<file path="src/irfe_pkg.sv">
// Shared types, codes and constants for the IR motor frame encoder.
package irfe_pkg;

   localparam int DATA_BITS  = 16;
   localparam int CNT_W      = $clog2(DATA_BITS);
   localparam int HALF_W     = 8;
   localparam int FACTOR_W   = 7;
   localparam int TAIL_W     = 15;
   localparam int CSR_ADDR_W = 3;
   localparam int CSR_DATA_W = 32;

   localparam logic [HALF_W-1:0] HALF_PERIOD_RESET = 8'd13;
   localparam logic [3:0]        HALF_ENTRIES      = 4'd12;

   // gap factor 1 + 2*ext for ext = 10, 21, 39
   localparam logic [FACTOR_W-1:0] FACTOR_LOW   = 7'd21;
   localparam logic [FACTOR_W-1:0] FACTOR_HIGH  = 7'd43;
   localparam logic [FACTOR_W-1:0] FACTOR_FRAME = 7'd79;

   localparam logic [DATA_BITS-1:0] BASE_BRAKE   = 16'h0480;
   localparam logic [DATA_BITS-1:0] BASE_FORWARD = 16'h0400;
   localparam logic [DATA_BITS-1:0] BASE_INC     = 16'h0640;
   localparam logic [DATA_BITS-1:0] BASE_DEC     = 16'h0650;
   localparam logic [3:0]           CHECK_SEED   = 4'hf;
   localparam logic [3:0]           REV_ORIGIN   = 4'd8;

   // CSR register index (byte address / 4)
   localparam logic [CSR_ADDR_W-3:0] CSR_IDX_HALF_PERIOD = 1'b0;

   typedef enum logic [2:0] {
      FUNC_BRAKE   = 3'd0,
      FUNC_FORWARD = 3'd1,
      FUNC_REVERSE = 3'd2,
      FUNC_INC     = 3'd3,
      FUNC_DEC     = 3'd4
   } func_type;

   typedef enum logic [1:0] {
      SYM_START = 2'd0,
      SYM_ZERO  = 2'd1,
      SYM_ONE   = 2'd2,
      SYM_STOP  = 2'd3
   } sym_kind_type;

   typedef enum logic [1:0] {
      ST_IDLE,
      ST_START,
      ST_BITS,
      ST_STOP
   } seq_state_type;

   typedef struct packed {
      sym_kind_type kind;
      logic         last;
   } sym_type;

   typedef struct packed {
      logic busy;
      logic ending;
   } seq_status_type;

   function automatic logic [FACTOR_W-1:0] tail_factor(input sym_kind_type kind);
      logic [FACTOR_W-1:0] f;
      unique case (kind)
         SYM_ZERO: f = FACTOR_LOW;
         SYM_ONE:  f = FACTOR_HIGH;
         default:  f = FACTOR_FRAME;
      endcase
      return f;
   endfunction

endpackage

</file>
<file path="src/irfe_word_build.sv">
// Frame word assembly: base opcode, control bits and check nibble.
module irfe_word_build
   import irfe_pkg::*;
(
   input  logic [2:0]           func,
   input  logic                 toggle,
   input  logic [1:0]           channel,
   input  logic                 output_sel,
   input  logic [2:0]           step,
   output logic [DATA_BITS-1:0] word,
   output logic                 word_ok
);

   logic [DATA_BITS-1:0] base;
   logic [DATA_BITS-1:0] raw;
   logic [3:0]           rev_step;
   logic [3:0]           chk;

   assign rev_step = REV_ORIGIN - {1'b0, step};

   always_comb begin
      word_ok = 1'b1;
      unique case (func)
         FUNC_BRAKE:   base = BASE_BRAKE;
         FUNC_FORWARD: base = BASE_FORWARD | {9'd0, step, 4'd0};
         FUNC_REVERSE: base = BASE_BRAKE | {8'd0, rev_step, 4'd0};
         FUNC_INC:     base = BASE_INC;
         FUNC_DEC:     base = BASE_DEC;
         default: begin
            base    = BASE_DEC;
            word_ok = 1'b0;
         end
      endcase
   end

   assign raw = base | {toggle, 15'd0} | {2'd0, channel, 12'd0} | {7'd0, output_sel, 8'd0};
   assign chk = CHECK_SEED ^ raw[15:12] ^ raw[11:8] ^ raw[7:4];
   assign word = {raw[15:4], chk};

endmodule

</file>
<file path="src/irfe_tail_mul.sv">
// Gap length unit: half period times the symbol's gap factor.
module irfe_tail_mul
   import irfe_pkg::*;
(
   input  logic [HALF_W-1:0] half_period,
   input  sym_kind_type      kind,
   output logic [TAIL_W-1:0] tail_us
);

   logic [FACTOR_W-1:0] factor;

   assign factor  = tail_factor(kind);
   assign tail_us = TAIL_W'(half_period) * TAIL_W'(factor);

endmodule

</file>
<file path="src/irfe_sequencer.sv">
// Symbol sequencer: start, data bits MSB first from a shift register, stop.
module irfe_sequencer
   import irfe_pkg::*;
(
   input  logic                 clock,
   input  logic                 reset,
   input  logic                 load,
   input  logic [DATA_BITS-1:0] word,
   input  logic                 advance,
   output sym_type              sym,
   output seq_status_type       status,
   output logic [DATA_BITS-1:0] frame_hold
);

   seq_state_type        state_ff, state_in;
   logic [DATA_BITS-1:0] shift_ff, shift_in;
   logic [DATA_BITS-1:0] hold_ff, hold_in;
   logic [CNT_W-1:0]     cnt_ff, cnt_in;

   always_ff @(posedge clock) begin
      if (reset) begin
         state_ff <= ST_IDLE;
         cnt_ff   <= '0;
         shift_ff <= '0;
         hold_ff  <= '0;
      end else begin
         state_ff <= state_in;
         cnt_ff   <= cnt_in;
         shift_ff <= shift_in;
         hold_ff  <= hold_in;
      end
   end

   always_comb begin
      state_in      = state_ff;
      cnt_in        = cnt_ff;
      shift_in      = shift_ff;
      hold_in       = hold_ff;
      sym.kind      = SYM_START;
      sym.last      = 1'b0;
      status.busy   = (state_ff != ST_IDLE);
      status.ending = 1'b0;
      unique case (state_ff)
         ST_IDLE: begin
            if (load) begin
               state_in = ST_START;
               shift_in = word;
               hold_in  = word;
            end
         end
         ST_START: begin
            if (advance) begin
               state_in = ST_BITS;
               cnt_in   = '0;
            end
         end
         ST_BITS: begin
            if (shift_ff[DATA_BITS-1]) begin
               sym.kind = SYM_ONE;
            end else begin
               sym.kind = SYM_ZERO;
            end
            if (advance) begin
               shift_in = {shift_ff[DATA_BITS-2:0], 1'b0};
               cnt_in   = cnt_ff + CNT_W'(1);
               if (cnt_ff == CNT_W'(DATA_BITS - 1)) begin
                  state_in = ST_STOP;
               end
            end
         end
         ST_STOP: begin
            sym.kind      = SYM_STOP;
            sym.last      = 1'b1;
            status.ending = advance;
            if (advance) begin
               if (load) begin
                  state_in = ST_START;
                  shift_in = word;
                  hold_in  = word;
               end else begin
                  state_in = ST_IDLE;
               end
            end
         end
         default: state_in = ST_IDLE;
      endcase
   end

   assign frame_hold  = hold_ff;

`ifndef SYNTHESIS
   a_stop_follows_bits: assert property (@(posedge clock) disable iff (reset)
      (state_ff == ST_BITS && advance && cnt_ff == CNT_W'(DATA_BITS - 1))
      |=> (state_ff == ST_STOP))
      else $error("stop symbol did not follow last data bit");

   a_stop_exit: assert property (@(posedge clock) disable iff (reset)
      (state_ff == ST_STOP && advance) |=> (state_ff == ST_IDLE || state_ff == ST_START))
      else $error("sequencer left stop into a wrong state");
`endif

endmodule

</file>
<file path="src/ir_motor_frame_encoder_core.sv">
// Top level of the IR motor frame encoder: CSR, sequencer, gap unit and result register.
//
//   channel   direction  handshake            payload
//   req_      in         req_valid/req_stall  func, toggle, channel, output_sel, step
//   rsp_      out        rsp_valid/rsp_stall  symbol_kind, carrier_half_periods,
//                                             tail_space_us, frame_word, last
//   csr_      in/out     APB psel/penable     half_period_us at byte address 0
//
// One valid request gives 18 symbols, one per cycle while rsp_stall is low, so a
// new request is taken only when the sequencer is idle or issuing a stop symbol.
// A request with an unused command code is taken and gives nothing.
// rsp_stall holds the result register and pauses the sequencer; req_stall is high
// while a frame is in flight and drops in the cycle the stop symbol is registered.
// Reset is synchronous: sequencer idle, no result pending, half period back to 13.
module ir_motor_frame_encoder_core
   import irfe_pkg::*;
(
   input  logic                  clock,
   input  logic                  reset,
   // request channel
   input  logic                  req_valid,
   output logic                  req_stall,
   input  logic [2:0]            req_func,
   input  logic                  req_toggle,
   input  logic [1:0]            req_channel,
   input  logic                  req_output_sel,
   input  logic [2:0]            req_step,
   // result channel
   output logic                  rsp_valid,
   input  logic                  rsp_stall,
   output logic [1:0]            rsp_symbol_kind,
   output logic [3:0]            rsp_carrier_half_periods,
   output logic [TAIL_W-1:0]     rsp_tail_space_us,
   output logic [DATA_BITS-1:0]  rsp_frame_word,
   output logic                  rsp_last,
   // configuration port
   input  logic                  csr_psel,
   input  logic                  csr_penable,
   input  logic                  csr_pwrite,
   input  logic [CSR_ADDR_W-1:0] csr_paddr,
   input  logic [CSR_DATA_W-1:0] csr_pwdata,
   output logic [CSR_DATA_W-1:0] csr_prdata,
   output logic                  csr_pready
);

   logic [HALF_W-1:0]    half_ff, half_in;
   logic                 csr_hit;

   logic [DATA_BITS-1:0] word;
   logic                 word_ok;
   logic                 req_take;
   logic                 load;
   logic                 advance;
   sym_type              sym;
   seq_status_type       status;
   logic [DATA_BITS-1:0] frame_hold;
   logic [TAIL_W-1:0]    tail_us;

   logic                 rsp_valid_ff, rsp_valid_in;
   sym_kind_type         kind_ff;
   logic                 last_ff;
   logic [TAIL_W-1:0]    tail_ff;
   logic [DATA_BITS-1:0] fword_ff;

   // configuration register, byte offset bits ignored
   assign csr_pready = 1'b1;
   assign csr_hit    = (csr_paddr[CSR_ADDR_W-1:2] == CSR_IDX_HALF_PERIOD);
   assign half_in    = (csr_psel && csr_penable && csr_pwrite && csr_pready && csr_hit)
                       ? csr_pwdata[HALF_W-1:0] : half_ff;
   assign csr_prdata = csr_hit ? {{(CSR_DATA_W - HALF_W){1'b0}}, half_ff} : '0;

   always_ff @(posedge clock) begin
      if (reset) begin
         half_ff <= HALF_PERIOD_RESET;
      end else begin
         half_ff <= half_in;
      end
   end

   irfe_word_build u_word (
      .func       (req_func),
      .toggle     (req_toggle),
      .channel    (req_channel),
      .output_sel (req_output_sel),
      .step       (req_step),
      .word       (word),
      .word_ok    (word_ok)
   );

   // sequencer steps whenever the result register is free or being emptied
   assign advance   = status.busy && (!rsp_valid_ff || !rsp_stall);
   assign req_stall = status.busy && !status.ending;
   assign req_take  = req_valid && !req_stall;
   assign load      = req_take && word_ok;

   irfe_sequencer u_seq (
      .clock      (clock),
      .reset      (reset),
      .load       (load),
      .word       (word),
      .advance    (advance),
      .sym        (sym),
      .status     (status),
      .frame_hold (frame_hold)
   );

   irfe_tail_mul u_tail (
      .half_period (half_ff),
      .kind        (sym.kind),
      .tail_us     (tail_us)
   );

   // result register
   assign rsp_valid_in = advance ? 1'b1 : (rsp_valid_ff && rsp_stall);

   always_ff @(posedge clock) begin
      if (reset) begin
         rsp_valid_ff <= 1'b0;
      end else begin
         rsp_valid_ff <= rsp_valid_in;
      end
   end

   always_ff @(posedge clock) begin
      if (advance) begin
         kind_ff  <= sym.kind;
         last_ff  <= sym.last;
         tail_ff  <= tail_us;
         fword_ff <= frame_hold;
      end
   end

   assign rsp_valid                = rsp_valid_ff;
   assign rsp_symbol_kind          = kind_ff;
   assign rsp_carrier_half_periods = HALF_ENTRIES;
   assign rsp_tail_space_us        = tail_ff;
   assign rsp_frame_word           = fword_ff;
   assign rsp_last                 = last_ff;

`ifndef SYNTHESIS
   a_last_is_stop: assert property (@(posedge clock) disable iff (reset)
      (rsp_valid_ff && last_ff) |-> (kind_ff == SYM_STOP))
      else $error("last flag on a symbol other than stop");

   a_load_blocks: assert property (@(posedge clock) disable iff (reset)
      load |=> req_stall)
      else $error("request not blocked after a frame was started");
`endif

endmodule
</file>
<file path="config.mk">
export PLATFORM = sky130hd
export DESIGN_NAME = ir_motor_frame_encoder_core
export DESIGN_NICKNAME = d
export VERILOG_FILES = /design/src/irfe_pkg.sv /design/src/irfe_word_build.sv /design/src/irfe_tail_mul.sv /design/src/irfe_sequencer.sv /design/src/ir_motor_frame_encoder_core.sv
export SDC_FILE = /design/constraint.sdc
export NUM_CORES = 1
export LEC_CHECK = 0
export BUFFER_PORTS_ARGS = -buffer_cell sky130_fd_sc_hd__buf_4
export CAP_MARGIN = 20
export CORE_MARGIN = 2
export CORE_UTILIZATION = 49
export CTS_CLUSTER_DIAMETER = 120
export DETAILED_ROUTE_END_ITERATION = 6
export PLACE_DENSITY = 0.83
export SETUP_SLACK_MARGIN = 0.15
export SYNTH_ARGS = -nofsm -noshare
export SYNTH_HDL_FRONTEND = slang
export SYNTH_SLANG_ARGS = --single-unit
</file>
<file path="constraint.sdc">
create_clock -name clock -period 5.11 [get_ports clock]
set_input_delay 0.511 -clock clock [delete_from_list [all_inputs] [get_ports clock]]
set_output_delay 0.511 -clock clock [all_outputs]
set_load 0.1 [all_outputs]
</file>
==> out/qor.yml, run 1 <==
status:
  status: "completed"
clocking:
  clockBufferDepth: 2
  clk_pin_slew_worst_paths_ns: 0.08
  cts_max_level: 3
  numCtsBuffers: 9
  cts_hold_buf: 0
  cts.sinks: 75
  clock_latency_ns: 0.36
  cts_tree: "done"
  cts_root_buf: "clkbuf_8"
synthesis:
  yosysSeqAreaShare: 0.348
  yosys_most_used_dff: "dfxtp_1"
  synth_largest_area_cell: "edfxtp_1"
  synth.top_cells.by_count: "50 x inv_1, 48 x nand2_1, 46 x nor2_1, 44 x dfxtp_1, 42 x ha_1"
  syn-cell-area_um2: 5210
  synth_edf_count: 31
  yosysMostFrequentCell: "inv_1"
  synth.distinct_cells: 55
  syn_avg_cell_area_um2: 9.68
  synthArstFlopShare: 0
  synth_seq_cells: 75
  synth_warnings: 0
  synth_top_area_share: 0.179
  synth_cells: 538
  yosys-top-cells-area: "edfxtp_1 18%, dfxtp_1 17%, fa_1 11%, ha_1 10%, buf_4 4.6%"
global_route:
  grt_use_total: 0.195
  grt_max_degree: 45
  grt_overflow: 0
  grt_pass1_vias: 3908
  grt_pass1_wl_mm: 17.7
  antenna_found_initial: 0
worst_hold_path:
  hold_depth: 3
  min-delay-path-class: "input pin to flop"
  worstHoldStart: "csr_pwdata[2]"
  min_to: "half_ff[2]$_SDFFE_PP1P_"
detailed_routing:
  antenna_left: 0
  drc_errors: 0
  wl_per_cell_um: 14.6
  drt_wl_total_mm: 11.1
  drtIter0Drc: 174
  avgViaCountPerCell: 5.21
  dr_total_vias: 3967
  dr.pass1.iters: 4
sta:
  fin_skew_ns: 0.00749
  drv_slew: 0
  hold_viol: 0
  tightest_slew_ns: 0.844
  max-slew-margin-rel: 0.437
  fin_crit_sh: 0.951
  rsz0062_at_grt: "yes"
  clock.fmax_ghz: 0.206
  setup_violations: 0
  worst_hold_slack_ns: 0.371
  period_needed_ns: 4.86
die:
  chipWidth_um: 107
  io_pins: 125
  initial_core_util: 0.505
  fp-row-count: 37
  core_um2: 10300
  dieArea_um2: 11500
  die_y_um: 107
place:
  gp_congestion: 0.881
  io_buffers: 67
  place.detailed.hpwl_mm: 8.13
finish:
  final_util: 0.608
  layout.nets: 743
  antenna_cells: 0
  layout-drive-gt1-share: 0.251
  area_growth_pct: 20.4
setup_path:
  endpoint_kind: "flop"
  cp_data_required_time_ns: 5.22
  r2r_slack_ns: 0.25
  r2r_end: "rsp_tail_space_us[12]$_DFFE_PP_"
  cp_max_fo: 7
  r2r_start: "u_seq.state_ff[0]$_SDFFE_PP0P_"
  critPathKind: "flop to flop"
  start_kind: "flop"
  arrival_ns: 4.97
  rr_worst_depth: 19
job:
  drv_cap: 0
-- stage by stage --
stage	instance area [um2]	TNS, ns	setup slack [ns]	cells
finish	6270	0	0.250	761
floorplan	5380	0	0.174	567
detailed placement	5770	-0.109	-0.0638	725
global placement	5770	0	0.128	725
CTS	6060	0	0.151	746
global route	6270	0	0.0529	761
-- flip-flops by register name, indices dropped and copies added (netlist names) --
| register | flops |
|---|---|
| u_seq.cnt_ff | 4 |
| u_seq.frame_hold | 13 |
| half_ff | 8 |
| u_seq.state_ff | 2 |
| rsp_last | 1 |
| rsp_valid | 1 |
| rsp_tail_space_us | 15 |
| rsp_frame_word | 13 |
| u_seq.shift_ff | 16 |
| rsp_symbol_kind | 2 |
-- timing repair --
item,CTS,global route
setup endpoints to repair,6,6
pin swaps,3,20
hold endpoints to repair,0,0
resized for setup,10,28
setup buffers,5,15
-- cells in the final DEF (no fill, tap or decap), types with 11 or more instances in the layout --
cell	n
edfxtp_1	31
conb_1	31
nand2_1	45
ha_1	35
fa_1	29
inv_1	46
a21oi_1	33
nor2b_1	13
nor2_1	45
buf_4	92
dfxtp_1	42
and2_1	11
mux2i_1	16
-- per-layer routing --
layer  track usage  vias to the layer above  share of wire
met2         0.345                      116           0.53
met3        0.0413                       15          0.048
li1              -                     1910              -
met5             0                        -              0
met4        0.0603                        0          0.014
met1         0.237                     1926           0.41
-- worst max-delay path, cell delays in order (launching register included) --
cell and delay, ns:
dfxtp_4 0.41, inv_6 0.05, ha_4 0.19, a31oi_4 0.20, nor3_2 0.06, buf_6 0.13, nand2b_4 0.14, fa_1 0.50
inv_1 0.05, fa_1 0.50, fa_1 0.51, inv_1 0.05, fa_1 0.49, inv_2 0.05, ha_4 0.28, o211ai_1 0.11
o21ai_2 0.21, a31oi_4 0.16, buf_6 0.15, a311o_1 0.36
-- logic make-up after synthesis --
kind of cell,Yosys count,synth area share
AO/OA/AOI/OAI,89,0.124
flip-flops,75,0.348
XOR/XNOR,16,0.0269
buffers and inverters,104,0.103
AND/OR/NAND/NOR,165,0.154
other,2,0.00144
multiplexers,16,0.0307
adder cells (fa/ha/maj),71,0.212
-- worst max path at each step --
stage                              startpoint                              end  slack, ns
3_3_place_gp   u_seq.state_ff[0]$_SDFFE_PP0P_  rsp_tail_space_us[14]$_DFFE_PP_       0.13
2_1_floorplan  u_seq.state_ff[0]$_SDFFE_PP0P_  rsp_tail_space_us[14]$_DFFE_PP_       0.17
6_report       u_seq.state_ff[0]$_SDFFE_PP0P_  rsp_tail_space_us[12]$_DFFE_PP_       0.25
5_1_grt        u_seq.state_ff[0]$_SDFFE_PP0P_  rsp_tail_space_us[14]$_DFFE_PP_       0.05
4_1_cts        u_seq.state_ff[0]$_SDFFE_PP0P_  rsp_tail_space_us[14]$_DFFE_PP_       0.15
3_5_place_dp   u_seq.state_ff[1]$_SDFFE_PP0P_  rsp_tail_space_us[14]$_DFFE_PP_      -0.06
-- layout make-up --
class	count	area, um2
clock buffer	10	138
multi-input combinational	388	3140
inverter	50	193
tap	136	170
fill	824	4050
sequential	75	1820
timing repair buffer	96	744
clock inverter	6	72.6
Power of run 1 is left out: the tool's default activity adds up to more than one toggle a clock period on the data nets, which glitch-free logic cannot reach.
==> inputs of run 2 (changes only) <==
==> constraint.sdc (replaced) <==
create_clock -name clock -period 5.11 [get_ports clock]
set_input_delay 0.2555 -clock clock [delete_from_list [all_inputs] [get_ports clock]]
set_output_delay 0.2555 -clock clock [all_outputs]
set_load 0.1 [all_outputs]
==> out/qor.yml, run 2 (same netlist as run 1, synthesis figures left out) <==
die:
  die_y_um: 107  # unchanged
  initial_core_util: 0.505  # unchanged
  core_um2: 10300  # unchanged
  io_pins: 125  # unchanged
  dieArea_um2: 11500  # unchanged
  chipWidth_um: 107  # unchanged
  fp-row-count: 37  # unchanged
setup_path:
  cp_data_required_time_ns: 5.28  # +0.06 ns
  cp_max_fo: 8  # +1
  r2r_slack_ns: 0.26  # about the same
  endpoint_kind: "flop"
  arrival_ns: 5.02  # +0.05 ns
  r2r_start: "u_seq.state_ff[0]$_SDFFE_PP0P_"
  r2r_end: "rsp_tail_space_us[14]$_DFFE_PP_"
  start_kind: "flop"
  rr_worst_depth: 18  # -1
  critPathKind: "flop to flop"
finish:
  regMostFlops: "u_seq.shift_ff"
  area_growth_pct: 20.6
  layout.nets: 745  # +0.27%
  largest_reg_flops: 16  # unchanged
  antenna_cells: 0  # unchanged
  design_area_um2: 6280  # +0.18%
  layout-drive-gt1-share: 0.257  # +0.00558
  fillers: 840  # +1.9%
  final_cell_mix: "94 x buf_4, 46 x nand2_1, 45 x inv_1"
  layout_commonest_cell: "buf_4"
job:
  drv_cap: 0  # unchanged
global_route:
  grt_use_total: 0.198  # +0.00247
  grt_pass1_vias: 3838  # -1.8%
  grt_max_degree: 45  # unchanged
  grt_overflow: 0  # unchanged
  grt_pass1_wl_mm: 17.8  # +0.47%
  antenna_found_initial: 0  # unchanged
sta:
  period_needed_ns: 4.85  # -0.00662 ns
  fin_crit_sh: 0.950  # -0.00130
  max-slew-margin-rel: 0.443  # +0.00531
  final.setup.tns_ns: 0  # unchanged
  setup_violations: 0  # unchanged
  worst_hold_slack_ns: 0.137  # -0.234 ns
  hold_viol: 0  # unchanged
  rsz0062_at_grt: "yes"
  drv_slew: 0  # unchanged
  fin_skew_ns: 0.00660  # -0.000887 ns
  tightest_slew_ns: 0.836  # -0.00796 ns
  clock.fmax_ghz: 0.206  # +0.14%
place:
  gp_congestion: 0.878  # -0.35%
  io_buffers: 67  # unchanged
  dpl_cell_area_um2: 5770  # unchanged
  place.detailed.hpwl_mm: 8.11  # -0.31%
detailed_routing:
  avgViaCountPerCell: 5.28  # +1.3%
  antenna_left: 0  # unchanged
  drt_wl_total_mm: 11.6  # +4.8%
  dr_total_vias: 4030  # +1.6%
  drc_errors: 0  # unchanged
  wl_per_cell_um: 15.2  # +4.6%
  drtIter0Drc: 237  # +36%
  dr.pass1.iters: 5  # +1
worst_hold_path:
  hold_depth: 3  # unchanged
  worstHoldStart: "csr_pwdata[3]"
  min-delay-path-class: "input pin to flop"
  min_to: "half_ff[3]$_SDFFE_PP1P_"
clocking:
  cts.sinks: 75  # unchanged
  cts_tree: "done"
  clk_pin_slew_worst_paths_ns: 0.09  # about the same
  numCtsBuffers: 9  # unchanged
  cts_max_level: 3  # unchanged
  clock_latency_ns: 0.35  # about the same
  cts_root_buf: "clkbuf_8"
  clockBufferDepth: 2  # unchanged
  cts_hold_buf: 0  # unchanged
status:
  status: "completed"
[run 2: metrics by stage]
| step | utilization | std cells | setup slack [ns] |
|---|---|---|---|
| 2_1_floorplan | - | 567 | 0.174 |
| 3_3_place_gp | 0.559 | 725 | 0.141 |
| 3_5_place_dp | 0.559 | 725 | -0.0197 |
| 4_1_cts | 0.584 | 748 | 0.151 |
| 5_1_grt | 0.609 | 763 | 0.0537 |
| 6_report | 0.609 | 763 | 0.256 |
[run 2: area by class of cell]
class | count | area, um2 | area share
Clock buffer | 9 | 124 | 0.0197
Tap cell | 136 | 170 | 0.0271
Timing Repair Buffer | 98 | 759 | 0.121
Multi-Input combinational cell | 388 | 3160 | 0.503
Clock inverter | 7 | 56.3 | 0.00896
Inverter | 50 | 193 | 0.0307
Sequential cell | 75 | 1820 | 0.290
[run 2: per-layer routing]
layer,track usage,share of wire
met2,0.351,0.53
met3,0.0371,0.059
met1,0.243,0.40
met5,0,0
met4,0.0575,0.014
[run 2: worst max-delay path by stage]
stage	from	to	slack, ns
6_report	u_seq.state_ff[0]$_SDFFE_PP0P_	rsp_tail_space_us[14]$_DFFE_PP_	0.26
5_1_grt	u_seq.state_ff[0]$_SDFFE_PP0P_	rsp_tail_space_us[14]$_DFFE_PP_	0.05
4_1_cts	u_seq.state_ff[0]$_SDFFE_PP0P_	rsp_tail_space_us[14]$_DFFE_PP_	0.15
3_5_place_dp	u_seq.state_ff[0]$_SDFFE_PP0P_	rsp_tail_space_us[14]$_DFFE_PP_	-0.02
3_3_place_gp	u_seq.state_ff[0]$_SDFFE_PP0P_	rsp_tail_space_us[14]$_DFFE_PP_	0.14
2_1_floorplan	u_seq.state_ff[0]$_SDFFE_PP0P_	rsp_tail_space_us[14]$_DFFE_PP_	0.17
[run 2: repair_timing]
item,in CTS,in global routing
endpoints found under the setup margin,5,6
resized for setup,9,34
pin swaps,4,24
setup buffers,7,15
[run 2: critical path: stages (launching register included)]
cell	delay [ns]
dfxtp_4	0.42
inv_6	0.06
ha_4	0.19
a31oi_4	0.23
nor3_4	0.07
buf_6	0.14
buf_4	0.13
and2_1	0.16
fa_1	0.48
fa_1	0.56
inv_1	0.07
fa_1	0.54
inv_1	0.06
ha_1	0.30
ha_1	0.38
a21o_1	0.21
a31oi_4	0.22
o221ai_2	0.15
a2111oi_4	0.31
Power of run 2 is left out for the same reason.
